`config.mk`:
```
export PLATFORM = sky130hd
export DESIGN_NAME = text_encoding_and_eol_sniffer
export DESIGN_NICKNAME = d
export VERILOG_FILES = /design/src/rtl/tes_pkg.sv /design/src/rtl/tes_scan.sv /design/src/rtl/tes_out.sv /design/src/rtl/text_encoding_and_eol_sniffer.sv
export SDC_FILE = /design/constraint.sdc
export NUM_CORES = 1
export LEC_CHECK = 0
export ABC_AREA = 1
export BUFFER_PORTS_ARGS = -buffer_cell sky130_fd_sc_hd__buf_2
export CAP_MARGIN = 20
export CORE_MARGIN = 2
export CORE_UTILIZATION = 50
export DETAILED_ROUTE_END_ITERATION = 12
export PLACE_DENSITY = 0.67
export SYNTH_ARGS = -nofsm -noshare
export SYNTH_HDL_FRONTEND = slang
export SYNTH_HIERARCHICAL = 1
export SYNTH_SLANG_ARGS = --single-unit
```
`constraint.sdc`:
```
create_clock -name clk_i -period 4.2 [get_ports clk_i]
set_clock_uncertainty 0.1 [all_clocks]
set_input_delay 0.42 -clock clk_i [delete_from_list [all_inputs] [get_ports clk_i]]
set_output_delay 0.42 -clock clk_i [all_outputs]
set_load 0.05 [all_outputs]
```
`src/rtl/tes_pkg.sv`:
```
// ----------------------------------------------------------------------------
// tes_pkg
// Shared types, codes and helpers for the text encoding and line-ending
// sniffer.
// ----------------------------------------------------------------------------
package tes_pkg;

  // Field widths of one input item and one result item.
  localparam int unsigned ByteW  = 8;
  localparam int unsigned EncW   = 3;
  localparam int unsigned MarkW  = 2;
  localparam int unsigned StyleW = 2;
  localparam int unsigned ResW   = EncW + MarkW + StyleW;
  localparam int unsigned OutDataW = ((ResW + 7) / 8) * 8;

  // Encoding codes.
  localparam logic [EncW-1:0] ENC_ANSI     = 3'd0;
  localparam logic [EncW-1:0] ENC_UTF8_BOM = 3'd1;
  localparam logic [EncW-1:0] ENC_UTF8     = 3'd2;
  localparam logic [EncW-1:0] ENC_UTF16_BE = 3'd3;
  localparam logic [EncW-1:0] ENC_UTF16_LE = 3'd4;

  // Byte-order mark lengths.
  localparam logic [MarkW-1:0] MARK_NONE  = 2'd0;
  localparam logic [MarkW-1:0] MARK_UTF16 = 2'd2;
  localparam logic [MarkW-1:0] MARK_UTF8  = 2'd3;

  // Line-ending style codes.
  localparam logic [StyleW-1:0] EOL_WINDOWS = 2'd0;
  localparam logic [StyleW-1:0] EOL_UNIX    = 2'd1;
  localparam logic [StyleW-1:0] EOL_MAC     = 2'd2;

  // Byte values of interest.
  localparam logic [ByteW-1:0] BYTE_EF = 8'hEF;
  localparam logic [ByteW-1:0] BYTE_BB = 8'hBB;
  localparam logic [ByteW-1:0] BYTE_BF = 8'hBF;
  localparam logic [ByteW-1:0] BYTE_FE = 8'hFE;
  localparam logic [ByteW-1:0] BYTE_FF = 8'hFF;
  localparam logic [ByteW-1:0] BYTE_CR = 8'h0D;
  localparam logic [ByteW-1:0] BYTE_LF = 8'h0A;

  // One result item.
  typedef struct packed {
    logic [StyleW-1:0] line_style;
    logic [MarkW-1:0]  mark_length;
    logic [EncW-1:0]   encoding;
  } tes_result_t;

  // Number of leading one bits of a byte, 0 to 8.
  function automatic logic [3:0] lead_ones(input logic [ByteW-1:0] b);
    logic [3:0] n;
    logic       run;
    n   = 4'd0;
    run = 1'b1;
    for (int i = ByteW - 1; i >= 0; i--) begin
      run = run & b[i];
      n   = n + {3'd0, run};
    end
    return n;
  endfunction

endpackage

```
`src/rtl/tes_scan.sv`:
```
// ----------------------------------------------------------------------------
// tes_scan
// Per-byte scan state: byte-order mark capture, UTF-8 well-formedness
// tracking and line-ending detection, with the result of the final byte.
// ----------------------------------------------------------------------------
module tes_scan (
  input  logic                        clk_i,
  input  logic                        rst_ni,
  input  logic                        step_i,
  input  logic [tes_pkg::ByteW-1:0]   byte_i,
  input  logic                        last_i,
  output tes_pkg::tes_result_t        result_o
);
  import tes_pkg::*;

  logic [1:0]       seen_q, seen_d;
  logic [ByteW-1:0] lb0_q, lb0_d;
  logic [ByteW-1:0] lb1_q, lb1_d;
  logic             bom8_q, bom8_d;
  logic [2:0]       cont_q, cont_d;
  logic             broken_q, broken_d;
  logic             high_q, high_d;
  logic             dec_q, dec_d;
  logic [StyleW-1:0] kind_q, kind_d;
  logic             wait_q, wait_d;
  logic [1:0]       dist_q, dist_d;

  logic [3:0] ones;
  logic       utf16_be;
  logic       utf16_le;
  logic [1:0] dist_dec;

  // Mark capture over the first three bytes.
  always_comb begin
    lb0_d  = lb0_q;
    lb1_d  = lb1_q;
    bom8_d = bom8_q;
    case (seen_q)
      2'd0: lb0_d = byte_i;
      2'd1: lb1_d = byte_i;
      2'd2: bom8_d = (lb0_q == BYTE_EF) && (lb1_q == BYTE_BB) && (byte_i == BYTE_BF);
      default: ;
    endcase
    seen_d = (seen_q == 2'd3) ? 2'd3 : seen_q + 2'd1;
  end

  assign utf16_be = (seen_d >= 2'd2) && (lb0_d == BYTE_FE) && (lb1_d == BYTE_FF);
  assign utf16_le = (seen_d >= 2'd2) && (lb0_d == BYTE_FF) && (lb1_d == BYTE_FE);

  // UTF-8 structure: a lead byte owes its continuation bytes.
  assign ones = lead_ones(byte_i);
  always_comb begin
    high_d   = high_q | byte_i[7];
    broken_d = broken_q;
    cont_d   = cont_q;
    if (!broken_q) begin
      if (cont_q == 3'd0) begin
        if (byte_i[7]) begin
          if (ones == 4'd1) begin
            broken_d = 1'b1;
          end else begin
            cont_d = 3'(ones - 4'd1);
          end
        end
      end else if (byte_i[7:6] != 2'b10) begin
        broken_d = 1'b1;
      end else begin
        cont_d = cont_q - 3'd1;
      end
    end
  end

  // Line ending: the first CR or LF settles it.
  assign dist_dec = dist_q - 2'd1;
  always_comb begin
    dec_d  = dec_q;
    kind_d = kind_q;
    wait_d = wait_q;
    dist_d = dist_q;
    if (!dec_q) begin
      if (wait_q) begin
        dist_d = dist_dec;
        if (dist_dec == 2'd0) begin
          kind_d = (byte_i == BYTE_LF) ? EOL_WINDOWS : EOL_MAC;
          dec_d  = 1'b1;
          wait_d = 1'b0;
        end
      end else if (byte_i == BYTE_CR) begin
        wait_d = 1'b1;
        dist_d = (utf16_be || utf16_le) ? 2'd2 : 2'd1;
      end else if (byte_i == BYTE_LF) begin
        kind_d = EOL_UNIX;
        dec_d  = 1'b1;
      end
    end
  end

  // Result of the stream as it stands after this byte.
  always_comb begin
    if (utf16_be) begin
      result_o.encoding    = ENC_UTF16_BE;
      result_o.mark_length = MARK_UTF16;
    end else if (utf16_le) begin
      result_o.encoding    = ENC_UTF16_LE;
      result_o.mark_length = MARK_UTF16;
    end else if (bom8_d) begin
      result_o.encoding    = ENC_UTF8_BOM;
      result_o.mark_length = MARK_UTF8;
    end else if (!broken_d && (cont_d == 3'd0) && high_d) begin
      result_o.encoding    = ENC_UTF8;
      result_o.mark_length = MARK_NONE;
    end else begin
      result_o.encoding    = ENC_ANSI;
      result_o.mark_length = MARK_NONE;
    end
    if (dec_d) begin
      result_o.line_style = kind_d;
    end else if (wait_d) begin
      result_o.line_style = EOL_MAC;
    end else begin
      result_o.line_style = EOL_WINDOWS;
    end
  end

  // State update; the final byte clears everything for the next stream.
  always_ff @(posedge clk_i or negedge rst_ni) begin
    if (!rst_ni) begin
      seen_q   <= 2'd0;
      lb0_q    <= '0;
      lb1_q    <= '0;
      bom8_q   <= 1'b0;
      cont_q   <= 3'd0;
      broken_q <= 1'b0;
      high_q   <= 1'b0;
      dec_q    <= 1'b0;
      kind_q   <= EOL_WINDOWS;
      wait_q   <= 1'b0;
      dist_q   <= 2'd0;
    end else if (step_i) begin
      if (last_i) begin
        seen_q   <= 2'd0;
        lb0_q    <= '0;
        lb1_q    <= '0;
        bom8_q   <= 1'b0;
        cont_q   <= 3'd0;
        broken_q <= 1'b0;
        high_q   <= 1'b0;
        dec_q    <= 1'b0;
        kind_q   <= EOL_WINDOWS;
        wait_q   <= 1'b0;
        dist_q   <= 2'd0;
      end else begin
        seen_q   <= seen_d;
        lb0_q    <= lb0_d;
        lb1_q    <= lb1_d;
        bom8_q   <= bom8_d;
        cont_q   <= cont_d;
        broken_q <= broken_d;
        high_q   <= high_d;
        dec_q    <= dec_d;
        kind_q   <= kind_d;
        wait_q   <= wait_d;
        dist_q   <= dist_d;
      end
    end
  end

`ifndef SYNTHESIS
  // A final byte leaves a clean state behind.
  a_clear_after_last: assert property (@(posedge clk_i) disable iff (!rst_ni)
    step_i && last_i |=> (seen_q == 2'd0) && !dec_q && !wait_q && !broken_q)
    else $error("scan state not cleared after final byte");

  // A pending CR and a settled style never coexist.
  a_eol_exclusive: assert property (@(posedge clk_i) disable iff (!rst_ni)
    !(dec_q && wait_q))
    else $error("CR pending after line style settled");

  // A pending CR always has a look-ahead distance left.
  a_cr_distance: assert property (@(posedge clk_i) disable iff (!rst_ni)
    wait_q |-> (dist_q != 2'd0))
    else $error("pending CR with zero distance");
`endif

endmodule

```
`src/rtl/tes_out.sv`:
```
// ----------------------------------------------------------------------------
// tes_out
// Result register of the sniffer: holds one result item until the
// downstream side takes it.
// ----------------------------------------------------------------------------
module tes_out (
  input  logic                           clk_i,
  input  logic                           rst_ni,
  input  logic                           load_i,
  input  tes_pkg::tes_result_t           result_i,
  output logic                           free_o,
  output logic                           m_axis_tvalid,
  input  logic                           m_axis_tready,
  output logic [tes_pkg::OutDataW-1:0]   m_axis_tdata
);
  import tes_pkg::*;

  logic        valid_q;
  tes_result_t data_q;

  // The slot is free when empty or when its item leaves this cycle.
  assign free_o = !valid_q || m_axis_tready;

  always_ff @(posedge clk_i or negedge rst_ni) begin
    if (!rst_ni) begin
      valid_q <= 1'b0;
    end else if (free_o) begin
      valid_q <= load_i;
    end
  end

  always_ff @(posedge clk_i) begin
    if (load_i && free_o) begin
      data_q <= result_i;
    end
  end

  assign m_axis_tvalid = valid_q;
  assign m_axis_tdata  = {{(OutDataW - ResW){1'b0}}, data_q};

`ifndef SYNTHESIS
  // A load is only requested into a slot that can take it.
  a_no_overwrite: assert property (@(posedge clk_i) disable iff (!rst_ni)
    load_i |-> free_o)
    else $error("result loaded into an occupied slot");

  // A result that was taken is gone next cycle unless a new one came.
  a_taken_clears: assert property (@(posedge clk_i) disable iff (!rst_ni)
    valid_q && m_axis_tready && !load_i |=> !valid_q)
    else $error("result repeated after hand-off");

  // A load always shows up as a valid result.
  a_load_shows: assert property (@(posedge clk_i) disable iff (!rst_ni)
    load_i |=> valid_q)
    else $error("loaded result not presented");
`endif

endmodule

```
`src/rtl/text_encoding_and_eol_sniffer.sv`:
```
// ----------------------------------------------------------------------------
// text_encoding_and_eol_sniffer
// Scans a text buffer byte by byte and reports its encoding, byte-order
// mark length and line-ending style after the last byte.
// ----------------------------------------------------------------------------
// One byte is taken per cycle, with tlast on the final byte of a buffer.
// A byte is held in the input register, and its scan step updates the
// state at the edge where it moves on; for the final byte the result
// is loaded into the output register at that same edge, from which it
// is presented on the master side. The sustained rate is one byte per
// cycle, set by the single-step update of the scan state; the input
// side only waits while a finished result is held back by the downstream
// side and another final byte is due. All scan state is cleared after
// each buffer. Result tdata carries encoding (0 ansi, 1 UTF-8 with mark,
// 2 UTF-8, 3 UTF-16 BE, 4 UTF-16 LE), mark length and line style
// (0 CRLF, 1 LF, 2 CR).
module text_encoding_and_eol_sniffer (
  input  logic                          clk_i,
  input  logic                          rst_ni,
  input  logic                          s_axis_tvalid,
  output logic                          s_axis_tready,
  input  logic [tes_pkg::ByteW-1:0]     s_axis_tdata,  // [7:0] text_byte
  input  logic                          s_axis_tlast,  // final_byte
  output logic                          m_axis_tvalid,
  input  logic                          m_axis_tready,
  // [2:0] encoding, [4:3] mark_length, [6:5] line_style, [7] zero
  output logic [tes_pkg::OutDataW-1:0]  m_axis_tdata
);
  import tes_pkg::*;

  logic             in_valid_q;
  logic [ByteW-1:0] in_byte_q;
  logic             in_last_q;
  logic             advance;
  logic             out_free;
  tes_result_t      result;

  // The registered byte moves on unless its result has nowhere to go.
  assign advance       = in_valid_q && (!in_last_q || out_free);
  assign s_axis_tready = !in_valid_q || advance;

  always_ff @(posedge clk_i or negedge rst_ni) begin
    if (!rst_ni) begin
      in_valid_q <= 1'b0;
    end else if (s_axis_tready) begin
      in_valid_q <= s_axis_tvalid;
    end
  end

  always_ff @(posedge clk_i) begin
    if (s_axis_tready && s_axis_tvalid) begin
      in_byte_q <= s_axis_tdata;
      in_last_q <= s_axis_tlast;
    end
  end

  // Scan state and result logic.
  tes_scan u_scan (
    .clk_i    (clk_i),
    .rst_ni   (rst_ni),
    .step_i   (advance),
    .byte_i   (in_byte_q),
    .last_i   (in_last_q),
    .result_o (result)
  );

  // Result register toward the master side.
  tes_out u_out (
    .clk_i         (clk_i),
    .rst_ni        (rst_ni),
    .load_i        (advance && in_last_q),
    .result_i      (result),
    .free_o        (out_free),
    .m_axis_tvalid (m_axis_tvalid),
    .m_axis_tready (m_axis_tready),
    .m_axis_tdata  (m_axis_tdata)
  );

endmodule
```
Yosys cells after proc, flatten, opt, wreduce, memory -nomap -nowiden --
Index checks and enable logic that the tools add are counted.
Cells by class: $add $sub $neg 11, order comparisons 1, eq/ne operators 15, multiplexer cells 49, bitwise operators 8, reductions and logical operators 28
Operators with widths (number):
- $eq A8 B8 Y1 const B | 7
- $mux W2 | 17
- $mux W8 | 4
- $add A4 B1 Y4 | 6
- $mux W3 | 7
- $mux W1 | 20
- $eq A8 B4 Y1 const B | 2
- $logic_and A1 B1 Y1 | 12
- $and A1 B1 Y1 | 7
- $logic_not A3 Y1 | 2
- $sub A3 B1 Y3 const B | 2
- $eq A2 B2 Y1 const B | 2
- $eq A4 B1 Y1 const B | 1
- $logic_not A1 Y1 | 4
- $logic_not A2 Y1 | 2
- $logic_or A1 B1 Y1 | 4
- $mux W4 | 1
- $ne A2 B2 Y1 const B | 2
- $reduce_and A3 Y1 | 1
- $reduce_bool A3 Y1 | 1
- $reduce_or A3 Y1 | 1
- $add A1 B1 Y2 | 1
- $add A2 B1 Y2 const B | 1
- $eq A2 B1 Y1 const B | 1
- other kinds (4) | 4
Word-level totals: register bits after elaboration 48

Depth between registers and ports, before layout --
word-level depth 19, gate-level depth with buffers 21, mapped depth without buffers 21

Modules after synthesis --
The synthesis kept the hierarchy.
Modules (own cells, without submodules):
- tes_scan | times used 1, cells each 319, area each 2208.4 um^2, sequential area each 750.7 um^2
- text_encoding_and_eol_sniffer | times used 1, cells each 19, area each 340.3 um^2, sequential area each 295.3 um^2
- tes_out | times used 1, cells each 15, area each 266.5 um^2, sequential area each 235.2 um^2

Worst setup path before layout --
No wires, ideal clock.
kind reg-to-reg, from reg in_byte_q[7], to reg u_out.data_q, in the netlist u_out/m_axis_tdata[1] (data pin), data arrival time 3430 ps, slack 416 ps, cell stages (with the launch flop) 20, buffers on the path 0, period minus slack after synthesis 3784 ps, cells stage by stage edfxtp_1 -> nand2_1 -> nor2_1 -> nand2_1 -> nor2_1 -> fa_1 -> inv_1 -> fa_1 -> inv_1 -> ha_1 -> fa_1 -> inv_1 -> ha_1 -> or2_2 -> nand3_1 -> nand3_1 -> nand2_1 -> nor2_1 -> nand3_1 -> nand2_1
Between the ends: longest elaborated chain between the ends 19, elaborated cells on any way between the ends 48, those cells by class 8 x add/sub; 7 x eq/ne; 16 x mux; 8 x bitwise; 9 x reduce/logical
RTL lines:
- from (decl) | line text_encoding_and_eol_sniffer.sv:32 | logic [ByteW-1:0] in_byte_q;
- from (signal assigned) | line text_encoding_and_eol_sniffer.sv:52 | in_byte_q <= s_axis_tdata;
- $and A1 B1 Y1 | line tes_pkg.sv:56 | run = run & b[i];
- $add A1 B1 Y2 / $and A1 B1 Y1 (equally long branches) | line tes_pkg.sv:57, tes_pkg.sv:56
- $add A4 B1 Y4 / $and A1 B1 Y1 (equally long branches) (5 in a row) | line tes_pkg.sv:57, tes_pkg.sv:56
- $add A4 B1 Y4 | line tes_pkg.sv:57 | n = n + {3'd0, run};
- $sub A3 B1 Y3 / $eq A4 B1 Y1 (equally long branches) | line tes_scan.sv:62, tes_scan.sv:59
- $mux W3 / $mux W1 (equally long branches) | line tes_scan.sv:59 | if (ones == 4'd1) begin
- $mux W3 / $mux W1 (equally long branches) | line tes_scan.sv:58 | if (byte_i[7]) begin
- $mux W3 / $mux W1 (equally long branches) | line tes_scan.sv:57 | if (cont_q == 3'd0) begin
- $mux W3 / $mux W1 (equally long branches) | line tes_scan.sv:56 | if (!broken_q) begin
- $logic_not A3 Y1 / $logic_not A1 Y1 (equally long branches) | line tes_scan.sv:109 | end else if (!broken_d && (cont_d == 3'd0) && high_d) begin
- $logic_and A1 B1 Y1 (2 in a row) | line tes_scan.sv:109
- $mux W2 | line tes_scan.sv:109
- $mux W4 | line tes_scan.sv:106 | end else if (bom8_d) begin
- $mux W3 | line tes_scan.sv:103 | end else if (utf16_le) begin
- to (signal assigned) | line tes_out.sv:34 | data_q <= result_i;
- to (decl) | line tes_out.sv:19 | tes_result_t data_q;
Parallel ways exist; a longest one is shown, timed or not. A chain may end at the register's enable or synchronous reset.

Worst setup path after layout --
Same ends and word-level chain as after synthesis.

==> reports/qor.csv <==
stage;metric;value;unit
sta;relative slew slack;43.4;%
cts;H-tree levels;2;
grt;Total GRT Usage;21.7;%
setup_path;worst path required time;4.17;ns
yosys;top cells by area, synth;dfrtp_1 28%, edfxtp_1 17%, nand2_1 12%;
die;IO Count;23;
die;core box area;5470;um^2
pwr;PD cells;452;nW/um^2
sta;post-route worst setup slack;0.232;ns
yosys;Mapped Cells;353;
yosys;count leader, synth;nand2_1;
sta;Hold Slack;0.0772;ns
cts;CTS tree;built;
flow_run;total of max-cap violations;0;
route;routed wire length;6120;um
cts;Clock Sinks;48;
layout;Antenna Diode Count;0;
sta;fmax;252;MHz
setup_path;WP data arrival;3.93;ns
placement;GPL Wtd Cong;0.914;
yosys;synthesized area per cell;7.98;um^2
yosys;Synth cell types;31;
pwr;Leakage;0.00154;uW
cts;Max Buffers Root-to-Sink;2;
placement;IO Port Bufs;21;
grt;initial antenna violation count;0;
setup_path;slowest stage cell, crit path;fa_1;
pwr;Peak VDD IR;0.220;mV
yosys;Primary FF master, synth;dfrtp_1;
grt;largest net degree at the start of global routing;33;
setup_path;type of element launching the critical path;register;
route;vias;2324;
hold_path;Hold WC Path Type;input port to async pin;
grt;first-pass GRT wire length;10400;um
route;1st-pass router iterations;7;
setup_path;CP max FO;4;
placement;post-placement setup slack;0.165;ns
route;DR WL/cell;13.6;um
setup_path;CP max stage delay;0.51;ns
sta;crit share post-route;94.5;%
setup_path;Cell Chain, Critical Path;buf_4 -> nand2_1 -> nand2_1 -> fa_1 -> inv_1 -> fa_1 -> inv_1 -> ha_1 -> fa_1 -> inv_1 -> ha_1 -> or2_2 -> nand3_1 -> nand3_1 -> nand2_1 -> nor2_1 -> nand3_1 -> nand2_1;
yosys;cell taking the most area after synthesis;dfrtp_1;
route;Residual DRC;0;
die;# rows;27;
yosys;fraction of registers with async set/reset;66.7;%
layout;# fillers;526;
die;die area;6250;um^2
pwr;total power;1410;uW
yosys;count of state elements after synthesis;48;
sta;setup_tns;0;ns
sta;Final min period;3.97;ns
layout;layout cell share with drive strength beyond 1;15.6;%
setup_path;CP Capture Type;register;
yosys;Post-Syn Nets;377;
setup_path;Crit Path Class;register to register;
sta;Hold Violations, Final;0;
yosys;list of most frequent post-synthesis cells;91 x nand2_1, 58 x inv_1, 32 x dfrtp_1, 28 x nor2_1, 22 x o22ai_1;
die;die width;79.0;um
route;Vias per Instance;5.16;
die;Starting Density;51.4;%
cts;Skew-Pair Late Insertion Delay;0.30;ns
cts;Worst-path clk slew;0.09;ns
layout;Nets;401;
yosys;sequential share of the synthesized area;45.5;%
cts;Post-CTS Hold Buffers;0;
sta;Worst-Margin Slew;0.849;ns
layout;P&R area growth vs syn;10.7;%
yosys;Synth Warn #;6;
layout;fin util;57.0;%
yosys;synthesized area;2820;um^2
grt;vias in the first global route;2209;
setup_path;Critical Path Most Common Cell;nand2_1;
grt;total gr overflow;0;
sta;# setup viols final;0;
yosys;EDFF count, synth;16;
cts;CTS buffer count;5;
placement;dpl hpwl;4510;um
cts;CTS Root Buffer Type;clkbuf_8;
sta;fin. max-slew vios;0;
route;remaining antenna violation count;0;
yosys;top-area cell type share of the netlist area;28.4;%
route;number of DRC markers in iteration 0;200;
sta;RSZ-0062 raised after global routing;no;
run_status;outcome;finished, final reports clean;
die;die height;79.0;um
==> cell type report <==
| class | count | area [um^2] | share of cell area (%) |
|---|---|---|---|
| clock inverter | 2 | 38.8 | 1.24 |
| tap | 72 | 90.1 | 2.89 |
| multi-input combinational | 237 | 1260 | 40.5 |
| timing repair buffer | 25 | 135 | 4.34 |
| inverter | 60 | 228 | 7.31 |
| sequential | 48 | 1280 | 41.1 |
| clock buffer | 6 | 82.6 | 2.65 |
==> critical path: cells and delay by family (launching register included) <==
| family | cells | cell delay [ns] |
|---|---|---|
| simple gates | 9 | 0.93 |
| buf+inv | 4 | 0.31 |
| flops | 1 | 0.44 |
| fa+ha+maj | 5 | 1.95 |
==> timing repair <==
action,CTS,global route
setup endpoints to repair,0,1
buffers inserted,0,2
gates resized for setup,0,2
==> flip-flops by register name (all words and copies together), names as in the netlist <==
register / cells
in_byte_q: 8
u_scan/seen_q: 2
u_scan/lb1_q: 8
u_scan/dist_q: 2
u_scan/dec_q: 1
u_scan/broken_q: 1
u_scan/bom8_q: 1
u_out/m_axis_tvalid: 1
in_last_q: 1
u_scan/wait_q: 1
u_out/m_axis_tdata: 7
in_valid_q: 1
u_scan/high_q: 1
u_scan/cont_q: 3
u_scan/lb0_q: 8
u_scan/kind_q: 2
==> metal layers <==
layer  up-vias  routed length [um]  GRT usage (%)
met5         -                   0              0
li1       1194                   -              -
met4         0                 106           7.59
met1      1061                2920           31.6
met2        61                2800           32.2
met3         8                 295           4.32
==> cells in the final DEF, fill, tap and decap left out, drive strengths merged, types with 6 or more instances in the layout <==
cell type  Yosys  final
edfxtp        16     16
nand3         25     25
a21oi          9      9
nand2        101    101
o21ai         17     17
o22ai         22     22
dfrtp         32     32
nor3           8      8
clkbuf         4      6
buf            4     25
inv           60     60
ha             8      8
nor2          32     32
==> through the flow <==
| step | std cells | instance area [um^2] |
|---|---|---|
| floorplan | 353 | 2820 |
| global route | 450 | 3120 |
| global placement | 440 | 2980 |
| CTS | 448 | 3100 |
| finish | 450 | 3120 |
| detailed placement | 440 | 2980 |
==> cell families after synthesis <==
| group | share of synthesized area, % |
|---|---|
| AO/OA/AOI/OAI | 10.8 |
| AND/OR/NAND/NOR | 28.0 |
| adder cells (fa/ha/maj) | 5.69 |
| other | 0.133 |
| buffers and inverters | 9.87 |
| flip-flops | 45.5 |
==> path summary, 6_finish.rpt <==
check,start,slack (ns),depth (start not counted),to
hold / removal,rst_ni,0.08,1,u_scan/broken_q$_DFFE_PN0P_
max in group asynchronous,rst_ni,3.45,1,u_scan/lb1_q[2]$_DFFE_PN0P_
min in group clk_i,s_axis_tdata[4],0.18,1,in_byte_q[4]$_DFFE_PP_
setup reg to reg,in_byte_q[7]$_DFFE_PP_,0.23,18,u_out/m_axis_tdata[1]$_DFFE_PP_
setup / recovery,in_byte_q[7]$_DFFE_PP_,0.23,18,u_out/m_axis_tdata[1]$_DFFE_PP_
hold reg to reg,u_scan/dist_q[1]$_DFFE_PN0P_,0.39,2,u_scan/dist_q[1]$_DFFE_PN0P_
==> where the power goes <==
group / switching (uW) / total (uW) / internal (uW)
sequential: 59.9 / 610 / 550
clock: 158 / 353 / 195
combinational: 296 / 447 / 151
total: 514 / 1410 / 895
No activity file was read; power rests on OpenSTA's default activity.
